<file path="src/rtl/plvs_pkg.sv">
// ----------------------------------------------------------------------------
// plvs_pkg
// Shared types and constants for the per-link prediction vote smoother.
// ----------------------------------------------------------------------------
package plvs_pkg;

	// field widths fixed by the request format
	localparam int SLOT_W = 4;
	localparam int PROB_W = 16;
	localparam int LABEL_W = 2;
	localparam int VMIN_W = 5;
	localparam int CNT_W = 5;
	localparam int CFG_IDX_W = 2;
	localparam int CFG_DATA_W = 16;

	typedef logic [SLOT_W-1:0] slot_t;
	typedef logic [PROB_W-1:0] prob_t;
	typedef logic [LABEL_W-1:0] label_t;
	typedef logic [VMIN_W-1:0] vmin_t;
	typedef logic [CNT_W-1:0] cnt_t;
	typedef logic [CFG_IDX_W-1:0] cfg_idx_t;
	typedef logic [CFG_DATA_W-1:0] cfg_data_t;

	// class labels
	localparam label_t LABEL_0 = 2'd0;
	localparam label_t LABEL_1 = 2'd1;
	localparam label_t LABEL_2 = 2'd2;

	// request kinds
	localparam logic KIND_CLASSIFY = 1'b0;
	localparam logic KIND_CLEAR = 1'b1;

	// configuration register indexes
	localparam cfg_idx_t REG_PROB_THRESHOLD = 2'd0;
	localparam cfg_idx_t REG_VOTE_MIN = 2'd1;

	// configuration reset values
	localparam prob_t PROB_THRESHOLD_RST = 16'd49152;
	localparam vmin_t VOTE_MIN_RST = 5'd4;

	// per-link label counts over the window
	typedef struct packed {
		cnt_t c0;
		cnt_t c1;
		cnt_t c2;
	} plvs_counts_t;

	localparam int COUNTS_W = 3 * CNT_W;

endpackage

</file>
<file path="src/rtl/plvs_if.sv">
// ----------------------------------------------------------------------------
// plvs_in_if / plvs_out_if
// Valid/ready channels carrying smoother requests and results.
// ----------------------------------------------------------------------------
interface plvs_in_if;
	logic valid;
	logic ready;
	logic kind;
	plvs_pkg::slot_t link_slot;
	plvs_pkg::prob_t class0_prob;
	plvs_pkg::prob_t class1_prob;
	plvs_pkg::prob_t class2_prob;

	modport source (output valid, kind, link_slot, class0_prob, class1_prob, class2_prob,
		input ready);
	modport sink (input valid, kind, link_slot, class0_prob, class1_prob, class2_prob,
		output ready);
endinterface

interface plvs_out_if;
	logic valid;
	logic ready;
	plvs_pkg::slot_t slot_echo;
	plvs_pkg::label_t step_label;
	plvs_pkg::label_t smoothed_label;

	modport source (output valid, slot_echo, step_label, smoothed_label, input ready);
	modport sink (input valid, slot_echo, step_label, smoothed_label, output ready);
endinterface

</file>
<file path="src/rtl/per_link_prediction_vote_smoother.sv">
// ----------------------------------------------------------------------------
// per_link_prediction_vote_smoother
// Per-link label ring and majority vote over three-class probabilities.
// ----------------------------------------------------------------------------
// Each request is a read-modify-write: the link's row (label ring, write
// position, kept class counts and vote) is read from a one-port synchronous
// memory when the request is taken, then modified and written back once the
// output register is free, and the next request is taken only once that
// write is done. The result sits in an output register, so a new request is
// taken while it waits. A link that was never written or was cleared reads
// as its fresh state through a per-link valid bit, so no clearing pass follows
// reset. Slots at or beyond LINKS change nothing and answer with labels 2.
module per_link_prediction_vote_smoother #(
	parameter int WINDOW = 10,
	parameter int LINKS = 16
) (
	input  logic                 clk,
	input  logic                 arst_n,
	input  logic                 cfg_wen,
	input  plvs_pkg::cfg_idx_t   cfg_index,
	input  plvs_pkg::cfg_data_t  cfg_data,
	plvs_in_if.sink              in_ch,
	plvs_out_if.source           out_ch
);
	import plvs_pkg::*;

	localparam int LW = (LINKS > 1) ? $clog2(LINKS) : 1;
	localparam int RING_W = WINDOW * LABEL_W;
	localparam int ROW_W = LABEL_W + COUNTS_W + SLOT_W + RING_W;

	localparam plvs_counts_t COUNTS_RST = '{c0: '0, c1: '0, c2: CNT_W'(WINDOW)};
	localparam logic [ROW_W-1:0] ROW_RST = {LABEL_2, COUNTS_RST, SLOT_W'(0),
		{WINDOW{LABEL_2}}};

	// configuration registers
	prob_t threshold_q;
	vmin_t vote_min_q;

	always_ff @(posedge clk or negedge arst_n) begin
		if (!arst_n) begin
			threshold_q <= PROB_THRESHOLD_RST;
			vote_min_q <= VOTE_MIN_RST;
		end else if (cfg_wen) begin
			unique case (cfg_index)
				REG_PROB_THRESHOLD: threshold_q <= cfg_data;
				REG_VOTE_MIN: vote_min_q <= cfg_data[VMIN_W-1:0];
				default: ;
			endcase
		end
	end

	// request handshake and row address
	logic busy_q;
	logic in_acc;
	logic advance;
	logic in_range;
	logic [LW-1:0] idx;
	logic [LW+SLOT_W-1:0] slot_ext;

	assign in_ch.ready = !busy_q;
	assign in_acc = in_ch.valid && in_ch.ready;
	assign slot_ext = {{LW{1'b0}}, in_ch.link_slot};
	assign idx = slot_ext[LW-1:0];
	assign in_range = 32'(in_ch.link_slot) < 32'(LINKS);

	// row memory and per-link valid bits
	logic [ROW_W-1:0] mem [LINKS];
	logic [LINKS-1:0] valid_q;
	logic [ROW_W-1:0] rd_s1;
	logic [ROW_W-1:0] row_nxt;

	// first stage request registers
	logic kind_s1;
	logic inr_s1;
	logic vld_s1;
	logic [LW-1:0] idx_s1;
	slot_t slot_s1;
	prob_t p0_s1;
	prob_t p1_s1;
	prob_t p2_s1;

	always_ff @(posedge clk) begin
		if (in_acc) begin
			rd_s1 <= mem[idx];
			kind_s1 <= in_ch.kind;
			inr_s1 <= in_range;
			vld_s1 <= in_range ? valid_q[idx] : 1'b0;
			idx_s1 <= idx;
			slot_s1 <= in_ch.link_slot;
			p0_s1 <= in_ch.class0_prob;
			p1_s1 <= in_ch.class1_prob;
			p2_s1 <= in_ch.class2_prob;
		end
		if (advance && inr_s1 && kind_s1 == KIND_CLASSIFY) begin
			mem[idx_s1] <= row_nxt;
		end
	end

	// current row, fresh state when not yet valid
	logic [ROW_W-1:0] row_cur;
	logic [WINDOW-1:0][LABEL_W-1:0] ring_cur;
	logic [WINDOW-1:0][LABEL_W-1:0] ring_nxt;
	slot_t wslot_cur;
	slot_t wslot_nxt;
	plvs_counts_t counts_cur;
	plvs_counts_t counts_nxt;
	label_t voted_cur;
	label_t voted_nxt;
	label_t step_label;

	assign row_cur = vld_s1 ? rd_s1 : ROW_RST;
	assign {voted_cur, counts_cur, wslot_cur, ring_cur} = row_cur;
	assign row_nxt = {voted_nxt, counts_nxt, wslot_nxt, ring_nxt};

	plvs_update #(
		.WINDOW(WINDOW)
	) u_update (
		.ring(ring_cur),
		.wslot(wslot_cur),
		.counts(counts_cur),
		.voted(voted_cur),
		.p0(p0_s1),
		.p1(p1_s1),
		.p2(p2_s1),
		.threshold(threshold_q),
		.vote_min(vote_min_q),
		.ring_nxt(ring_nxt),
		.wslot_nxt(wslot_nxt),
		.counts_nxt(counts_nxt),
		.voted_nxt(voted_nxt),
		.step_label(step_label)
	);

	// write-back and result hand-off once the output register is free
	logic out_valid_q;
	slot_t out_slot_q;
	label_t out_step_q;
	label_t out_voted_q;
	logic do_update;

	assign advance = busy_q && (!out_valid_q || out_ch.ready);
	assign do_update = inr_s1 && kind_s1 == KIND_CLASSIFY;

	always_ff @(posedge clk or negedge arst_n) begin
		if (!arst_n) begin
			busy_q <= 1'b0;
			out_valid_q <= 1'b0;
			valid_q <= '0;
		end else begin
			if (in_acc) begin
				busy_q <= 1'b1;
			end else if (advance) begin
				busy_q <= 1'b0;
			end
			if (advance) begin
				out_valid_q <= 1'b1;
				if (inr_s1) begin
					valid_q[idx_s1] <= (kind_s1 == KIND_CLASSIFY);
				end
			end else if (out_ch.ready) begin
				out_valid_q <= 1'b0;
			end
		end
	end

	// result payload
	always_ff @(posedge clk) begin
		if (advance) begin
			out_slot_q <= slot_s1;
			out_step_q <= do_update ? step_label : LABEL_2;
			out_voted_q <= do_update ? voted_nxt : LABEL_2;
		end
	end

	assign out_ch.valid = out_valid_q;
	assign out_ch.slot_echo = out_slot_q;
	assign out_ch.step_label = out_step_q;
	assign out_ch.smoothed_label = out_voted_q;

endmodule

</file>
<file path="src/rtl/plvs_update.sv">
// ----------------------------------------------------------------------------
// plvs_update
// Step label choice, ring write, count upkeep and vote for one link row.
// ----------------------------------------------------------------------------
module plvs_update #(
	parameter int WINDOW = 10
) (
	input  logic [WINDOW-1:0][plvs_pkg::LABEL_W-1:0] ring,
	input  plvs_pkg::slot_t                           wslot,
	input  plvs_pkg::plvs_counts_t                    counts,
	input  plvs_pkg::label_t                          voted,
	input  plvs_pkg::prob_t                           p0,
	input  plvs_pkg::prob_t                           p1,
	input  plvs_pkg::prob_t                           p2,
	input  plvs_pkg::prob_t                           threshold,
	input  plvs_pkg::vmin_t                           vote_min,
	output logic [WINDOW-1:0][plvs_pkg::LABEL_W-1:0] ring_nxt,
	output plvs_pkg::slot_t                           wslot_nxt,
	output plvs_pkg::plvs_counts_t                    counts_nxt,
	output plvs_pkg::label_t                          voted_nxt,
	output plvs_pkg::label_t                          step_label
);
	import plvs_pkg::*;

	localparam int PW = $clog2(WINDOW);
	localparam logic [PW-1:0] POS_LAST = PW'(WINDOW - 1);

	logic [PW-1:0] pos;
	logic [PW-1:0] prev;
	label_t old_label;
	plvs_counts_t cnt;
	logic reach;

	// ring positions
	assign pos = wslot[PW-1:0];
	assign prev = (pos == '0) ? POS_LAST : pos - PW'(1);
	assign old_label = ring[pos];
	assign wslot_nxt = (pos == POS_LAST) ? '0 : SLOT_W'(pos) + SLOT_W'(1);

	// step label choice
	always_comb begin
		if (p0 > p1 && p0 > p2) begin
			step_label = LABEL_1;
		end else if (p1 >= threshold) begin
			step_label = LABEL_2;
		end else if (p2 >= threshold) begin
			step_label = LABEL_0;
		end else begin
			step_label = ring[prev];
		end
	end

	// write the new label into the ring
	always_comb begin
		ring_nxt = ring;
		ring_nxt[pos] = step_label;
	end

	// count upkeep: drop the overwritten label, add the new one
	always_comb begin
		cnt = counts;
		case (old_label)
			LABEL_0: cnt.c0 = cnt.c0 - CNT_W'(1);
			LABEL_1: cnt.c1 = cnt.c1 - CNT_W'(1);
			default: cnt.c2 = cnt.c2 - CNT_W'(1);
		endcase
		case (step_label)
			LABEL_0: cnt.c0 = cnt.c0 + CNT_W'(1);
			LABEL_1: cnt.c1 = cnt.c1 + CNT_W'(1);
			default: cnt.c2 = cnt.c2 + CNT_W'(1);
		endcase
		counts_nxt = cnt;
	end

	// majority vote once some class has enough hits
	assign reach = (cnt.c0 >= vote_min) || (cnt.c1 >= vote_min) || (cnt.c2 >= vote_min);

	always_comb begin
		if (!reach) begin
			voted_nxt = voted;
		end else if (cnt.c0 > cnt.c1 && cnt.c0 > cnt.c2) begin
			voted_nxt = LABEL_0;
		end else if (cnt.c1 > cnt.c2) begin
			voted_nxt = LABEL_1;
		end else begin
			voted_nxt = LABEL_2;
		end
	end

endmodule

</file>
<file path="src/flat_wrapper.sv">
// flat-port wrapper written by rule: the top's interface ports become plain ports
module per_link_prediction_vote_smoother_flat import plvs_pkg::*;
#(
	parameter int WINDOW = 10,
	parameter int LINKS = 16
)
  (clk, arst_n, cfg_wen, cfg_index, cfg_data, in_ch_valid, in_ch_kind, in_ch_link_slot, in_ch_class0_prob, in_ch_class1_prob, in_ch_class2_prob, in_ch_ready, out_ch_valid, out_ch_slot_echo, out_ch_step_label, out_ch_smoothed_label, out_ch_ready);
  plvs_in_if in_ch_i ();
  plvs_out_if out_ch_i ();
  input  logic clk;
  input  logic arst_n;
  input  logic cfg_wen;
  input  plvs_pkg::cfg_idx_t cfg_index;
  input  plvs_pkg::cfg_data_t cfg_data;
  input wire logic [$bits(in_ch_i.valid)-1:0] in_ch_valid;
  input wire logic [$bits(in_ch_i.kind)-1:0] in_ch_kind;
  input wire logic [$bits(in_ch_i.link_slot)-1:0] in_ch_link_slot;
  input wire logic [$bits(in_ch_i.class0_prob)-1:0] in_ch_class0_prob;
  input wire logic [$bits(in_ch_i.class1_prob)-1:0] in_ch_class1_prob;
  input wire logic [$bits(in_ch_i.class2_prob)-1:0] in_ch_class2_prob;
  output wire logic [$bits(in_ch_i.ready)-1:0] in_ch_ready;
  output wire logic [$bits(out_ch_i.valid)-1:0] out_ch_valid;
  output wire logic [$bits(out_ch_i.slot_echo)-1:0] out_ch_slot_echo;
  output wire logic [$bits(out_ch_i.step_label)-1:0] out_ch_step_label;
  output wire logic [$bits(out_ch_i.smoothed_label)-1:0] out_ch_smoothed_label;
  input wire logic [$bits(out_ch_i.ready)-1:0] out_ch_ready;
  assign in_ch_i.valid = in_ch_valid;
  assign in_ch_i.kind = in_ch_kind;
  assign in_ch_i.link_slot = in_ch_link_slot;
  assign in_ch_i.class0_prob = in_ch_class0_prob;
  assign in_ch_i.class1_prob = in_ch_class1_prob;
  assign in_ch_i.class2_prob = in_ch_class2_prob;
  assign in_ch_ready = in_ch_i.ready;
  assign out_ch_valid = out_ch_i.valid;
  assign out_ch_slot_echo = out_ch_i.slot_echo;
  assign out_ch_step_label = out_ch_i.step_label;
  assign out_ch_smoothed_label = out_ch_i.smoothed_label;
  assign out_ch_i.ready = out_ch_ready;
  per_link_prediction_vote_smoother #(.WINDOW(WINDOW), .LINKS(LINKS)) u_core (.clk(clk), .arst_n(arst_n), .cfg_wen(cfg_wen), .cfg_index(cfg_index), .cfg_data(cfg_data), .in_ch(in_ch_i), .out_ch(out_ch_i));
endmodule
</file>
<file path="config.mk">
export PLATFORM = sky130hd
export DESIGN_NAME = per_link_prediction_vote_smoother_flat
export DESIGN_NICKNAME = d
export VERILOG_FILES = /design/src/rtl/plvs_pkg.sv /design/src/rtl/plvs_if.sv /design/src/rtl/per_link_prediction_vote_smoother.sv /design/src/rtl/plvs_update.sv /design/src/flat_wrapper.sv
export SDC_FILE = /design/constraint.sdc
export NUM_CORES = 1
export LEC_CHECK = 0
export BUFFER_PORTS_ARGS = -buffer_cell sky130_fd_sc_hd__buf_2
export CAP_MARGIN = 0
export CORE_ASPECT_RATIO = 2
export CORE_MARGIN = 10
export CORE_UTILIZATION = 30
export CTS_BUF_LIST = sky130_fd_sc_hd__clkbuf_8 sky130_fd_sc_hd__clkbuf_16
export DETAILED_ROUTE_END_ITERATION = 6
export PLACE_DENSITY = 0.5
export SYNTH_ARGS = -nofsm -noshare
export SYNTH_HDL_FRONTEND = slang
export SYNTH_HIERARCHICAL = 1
export SYNTH_SLANG_ARGS = --single-unit
</file>
<file path="constraint.sdc">
create_clock -name clk -period 12 [get_ports clk]
set_clock_uncertainty 0.2 [all_clocks]
set_input_delay 2.4 -clock clk [delete_from_list [all_inputs] [get_ports clk]]
set_output_delay 2.4 -clock clk [all_outputs]
set_load 0.03 [all_outputs]
</file>
==> metrics.md <==
| Metric | Value |
|---|---|
| Initial antenna violation count | 1 |
| Combinational power share | 0.229 |
| DRC | 0 |
| Non-filler cells, final | 3,474 |
| Fin. max-slew vios | 0 |
| Crit Path Class | reg2reg |
| Placer congestion estimate | 0.846 |
| Clk slew on worst S/H paths | about 0.07 ns |
| YS warnings | 6 |
| Port-buffer cells | 85 |
| Top FF cell, synth | edfxtp_1 |
| Detail-routed net length per standard cell | 25.9 µm |
| CP endpoint kind | flop |
| Tightest Hold Check Type | reg2reg |
| Inst Count DP | 3,351 |
| Final hold vios | 0 |
| Post-synth cell types | 80 |
| Site Rows | ~170 |
| # hold bufs at CTS | 0 |
| Number of synthesized flops with an enable pin | 759 |
| Slew headroom | 0.136 |
| Tmin final | slightly above 8 ns |
| Final nets | around 2,100 |
| First-pass GRT wire length | approximately 130 mm |
| Total power | roughly 7.9 mW |
| Mapped Nets | between 1,500 and 2,000 |
| Final Routed Wirelength | approximately 90 mm |
| Unrepaired setup endpoints after global routing | false |
| Hold Slack | approximately 0.31 ns |
| Fmax | roughly 0.12 GHz |
| CTS H-tree depth | 3 |
| Multi-input logic area | about 0.009 mm² |
| Share of cells above drive strength 1 | 0.245 |
| Fillers | roughly 10,000 |
| Clk pwr share | 0.296 |
| Reg area | 0.0238 mm² |
| ANT nets after route | 0 |
| Lkg Pwr | roughly 13 nW |
| Measured slew at the worst slew-check pin | between 1 and 1.5 ns |
| DP HPWL | approximately 53 mm |
| Grt total ovfl | 0 |
| # resized after CTS | 0 |
| #FFs+latches synth | between 700 and 800 |
| Status | complete, no violations |
| Sequential fraction of the synthesis area | 0.710 |
| NetSw | roughly 2.3 mW |
| Starting DRT DRC Count | roughly 1,100 |
| Post-synth top area share | 0.681 |
| Final setup violation count | 0 |
| Top post-synthesis cells by area | edfxtp_1 68%, mux4_2 11%, ha_1 3.6% |
| Clock Sinks | 798 |
| Largest area contributor in the netlist | edfxtp_1 |
| FFs w/ async S/R, synth | 0.0489 |
| DR pass1 iterations | 5 |
| Pwr/cell area | ~210 mW/mm² |
| P&R area growth vs syn | 13.9% |
| Setup TNS | 0 ns |
| Crit Path Max Fanout | between 40 and 50 |
| CTS root buf | clkbuf_16 |
| Internal power | around 5.5 mW |
| Final period util | 0.689 |
| Die Ht | between 400 and 500 µm |
| Vias per cell | 5.00 |
| Crit path DAT | between 8 and 9 ns |
| Post-Synthesis Cells | approximately 1,800 |
| Post-CTS setup repair buffer count | 0 |
| Die width | between 200 and 300 µm |
| Max Cap Viol | 0 |
| Sw Ratio | 0.297 |
| Num CTS Buffers | between 60 and 70 |
| Cell Area, Synth | 0.0335 mm² |
| Initial Utilization | 0.301 |
| Critical Path RT | roughly 12 ns |
| Maximum VDD drop | 0.110 mV |
| Die ar. | about 0.13 mm² |
| Pin count of the biggest net entering global routing | a little over 70 |
| CTS tree | built |
| Vias in the first global route | approximately 19,000 |
| Routed via count | between 15,000 and 20,000 |
| Core area | about 0.11 mm² |
| CP Launch Type | flop |
| Part of the power in registers | 0.476 |
| Average instance area after synthesis | approximately 18 µm² |
| Clk Latency, worst-skew pair | 0.63 ns |
| Clock buffer depth | 3 |
| Ports | 86 |
| Total GRT Usage | 0.141 |
[metal layers]
layer	vias to the layer above	GRT usage	wire length (µm)
met5	-	0	0
met4	0	0.0534	2900
met3	150	0.0167	2780
met2	424	0.285	53000
met1	9279	0.142	31300
li1	7528	-	-
[cell usage after synthesis, drive strengths merged (3+ instances only)]
library cell	n
nand2b	29
and2	31
nand4	13
o21a	5
buf	39
nor2b	14
clkbuf	47
and4	3
inv	83
or4b	4
a2111oi	4
o31ai	11
a31oi	11
dfstp	3
or2	6
dfrtp	36
a211o	3
or4	3
o211ai	4
mux2	36
a21oi	42
o22ai	3
edfxtp	759
a21o	7
nor2	52
nand3	12
a22oi	86
or3	3
ha	96
o21ai	51
xor2	8
nand2	76
mux2i	5
nor3	11
mux4	172
xnor2	19
[final timing paths]
check | startpoint | endpoint | slack (ns) | cells after the start
worst max-delay path | u_core/vld_s1 | u_core/out_ch.smoothed_label[0] | 3.73 | 21
worst min-delay path | u_core/threshold_q[1] | u_core/threshold_q[1] | 0.31 | 1
worst max register to register | u_core/vld_s1 | u_core/out_ch.smoothed_label[0] | 3.73 | 21
worst min register to register | u_core/threshold_q[1] | u_core/threshold_q[1] | 0.31 | 1
max in group asynchronous | arst_n | u_core/threshold_q[9] | 9.25 | 1
min in group asynchronous | arst_n | u_core/valid_q[9] | 1.72 | 1
[placed cells by master (no fill, tap or decap), types with 10 or more instances in the layout]
master     instances
inv_1             89
nor2b_1           11
nor3_1            11
xnor2_1           17
and2_1            29
clkbuf_16         70
nand2_1           75
dfrtp_1           36
nor2_1            34
buf_4             43
clkinv_1          15
bufinv_16         11
nand4_1           13
nand2b_1          29
buf_2             83
a21oi_1           42
edfxtp_1         759
ha_1              96
nor2_4            18
mux4_2           168
o21ai_0           41
a22oi_1           86
clkinv_2          11
o21ai_1           10
nand3_1           12
mux2_2            36
[flip-flops by register name, indices dropped and copies added (netlist names)]
| name | count |
|---|---|
| u_core/p0_s1 | 16 |
| u_core/out_ch.smoothed_label | 2 |
| u_core/vote_min_q | 5 |
| u_core/rd_s1 | 41 |
| u_core/slot_s1 | 4 |
| u_core/mem | 656 |
| u_core/kind_s1 | 1 |
| u_core/p2_s1 | 16 |
| u_core/busy_q | 1 |
| u_core/p1_s1 | 16 |
| u_core/valid_q | 16 |
| u_core/threshold_q | 16 |
| u_core/out_ch.valid | 1 |
| u_core/out_ch.step_label | 2 |
| u_core/out_ch.slot_echo | 4 |
| u_core/vld_s1 | 1 |
[cell families (layout without fill, tap and decap cells)]
family	count (synthesis)	count (layout)	share of synthesized area
muxes	213	213	0.130
adders and majority gates	98	98	0.0365
buffers and inverters	171	335	0.0236
and+or+nand+nor	269	269	0.0423
other	0	1	0
xor gates and xnor gates	27	27	0.00729
AOI/OAI and AO/OA	246	246	0.0503
DFF	798	798	0.710
[worst max-delay path, cell delays in order (launching register included)]
cell and delay [ns]:
edfxtp_1 0.32, buf_4 0.35, and2_1 0.85, clkinv_1 0.81, o32ai_1 0.52, o22ai_1 0.15, o311a_1 0.18, nor4_1 0.67
nor2_1 0.16, xnor2_1 1.01, inv_1 0.18, ha_1 0.34, nand2b_1 0.10, a21o_1 0.11, a21oi_1 0.07, nor2b_1 0.11
o21ai_0 0.07, and4_1 0.24, a2111oi_0 0.30, a21oi_1 0.13, o21ai_1 0.97, nor2b_1 0.24
[stage by stage]
step | setup slack (ns) | util | area, µm²
finish | 3.73 | 0.343 | 38100
global route | 2.97 | 0.343 | 38100
CTS | 3.79 | 0.343 | 38100
detailed placement | 3.82 | 0.323 | 35800
global placement | 4.11 | 0.323 | 35800
floorplan | 4.70 | - | 33500
[power groups by stage]
stage | Clock [mW] | Combinational, mW | Sequential [mW]
after floorplan | 0 | 1.13 | 3.79
after global placement | 0 | 1.76 | 3.80
after detailed placement | 0 | 1.82 | 3.81
after CTS | 2.40 | 1.83 | 3.75
after global routing | 2.49 | 1.97 | 3.76
final | 2.33 | 1.80 | 3.75
[layout make-up]
class                           count  share of cell area
Sequential cell                   798               0.623
Multi-Input combinational cell    853               0.239
Tap cell                         1487              0.0488
Clock buffer                       70              0.0459
Timing Repair Buffer              128              0.0201
Clock inverter                     52              0.0145
Inverter                           85             0.00837
Antenna cell                        1           0.0000656
No activity file was read; power rests on OpenSTA's default activity.
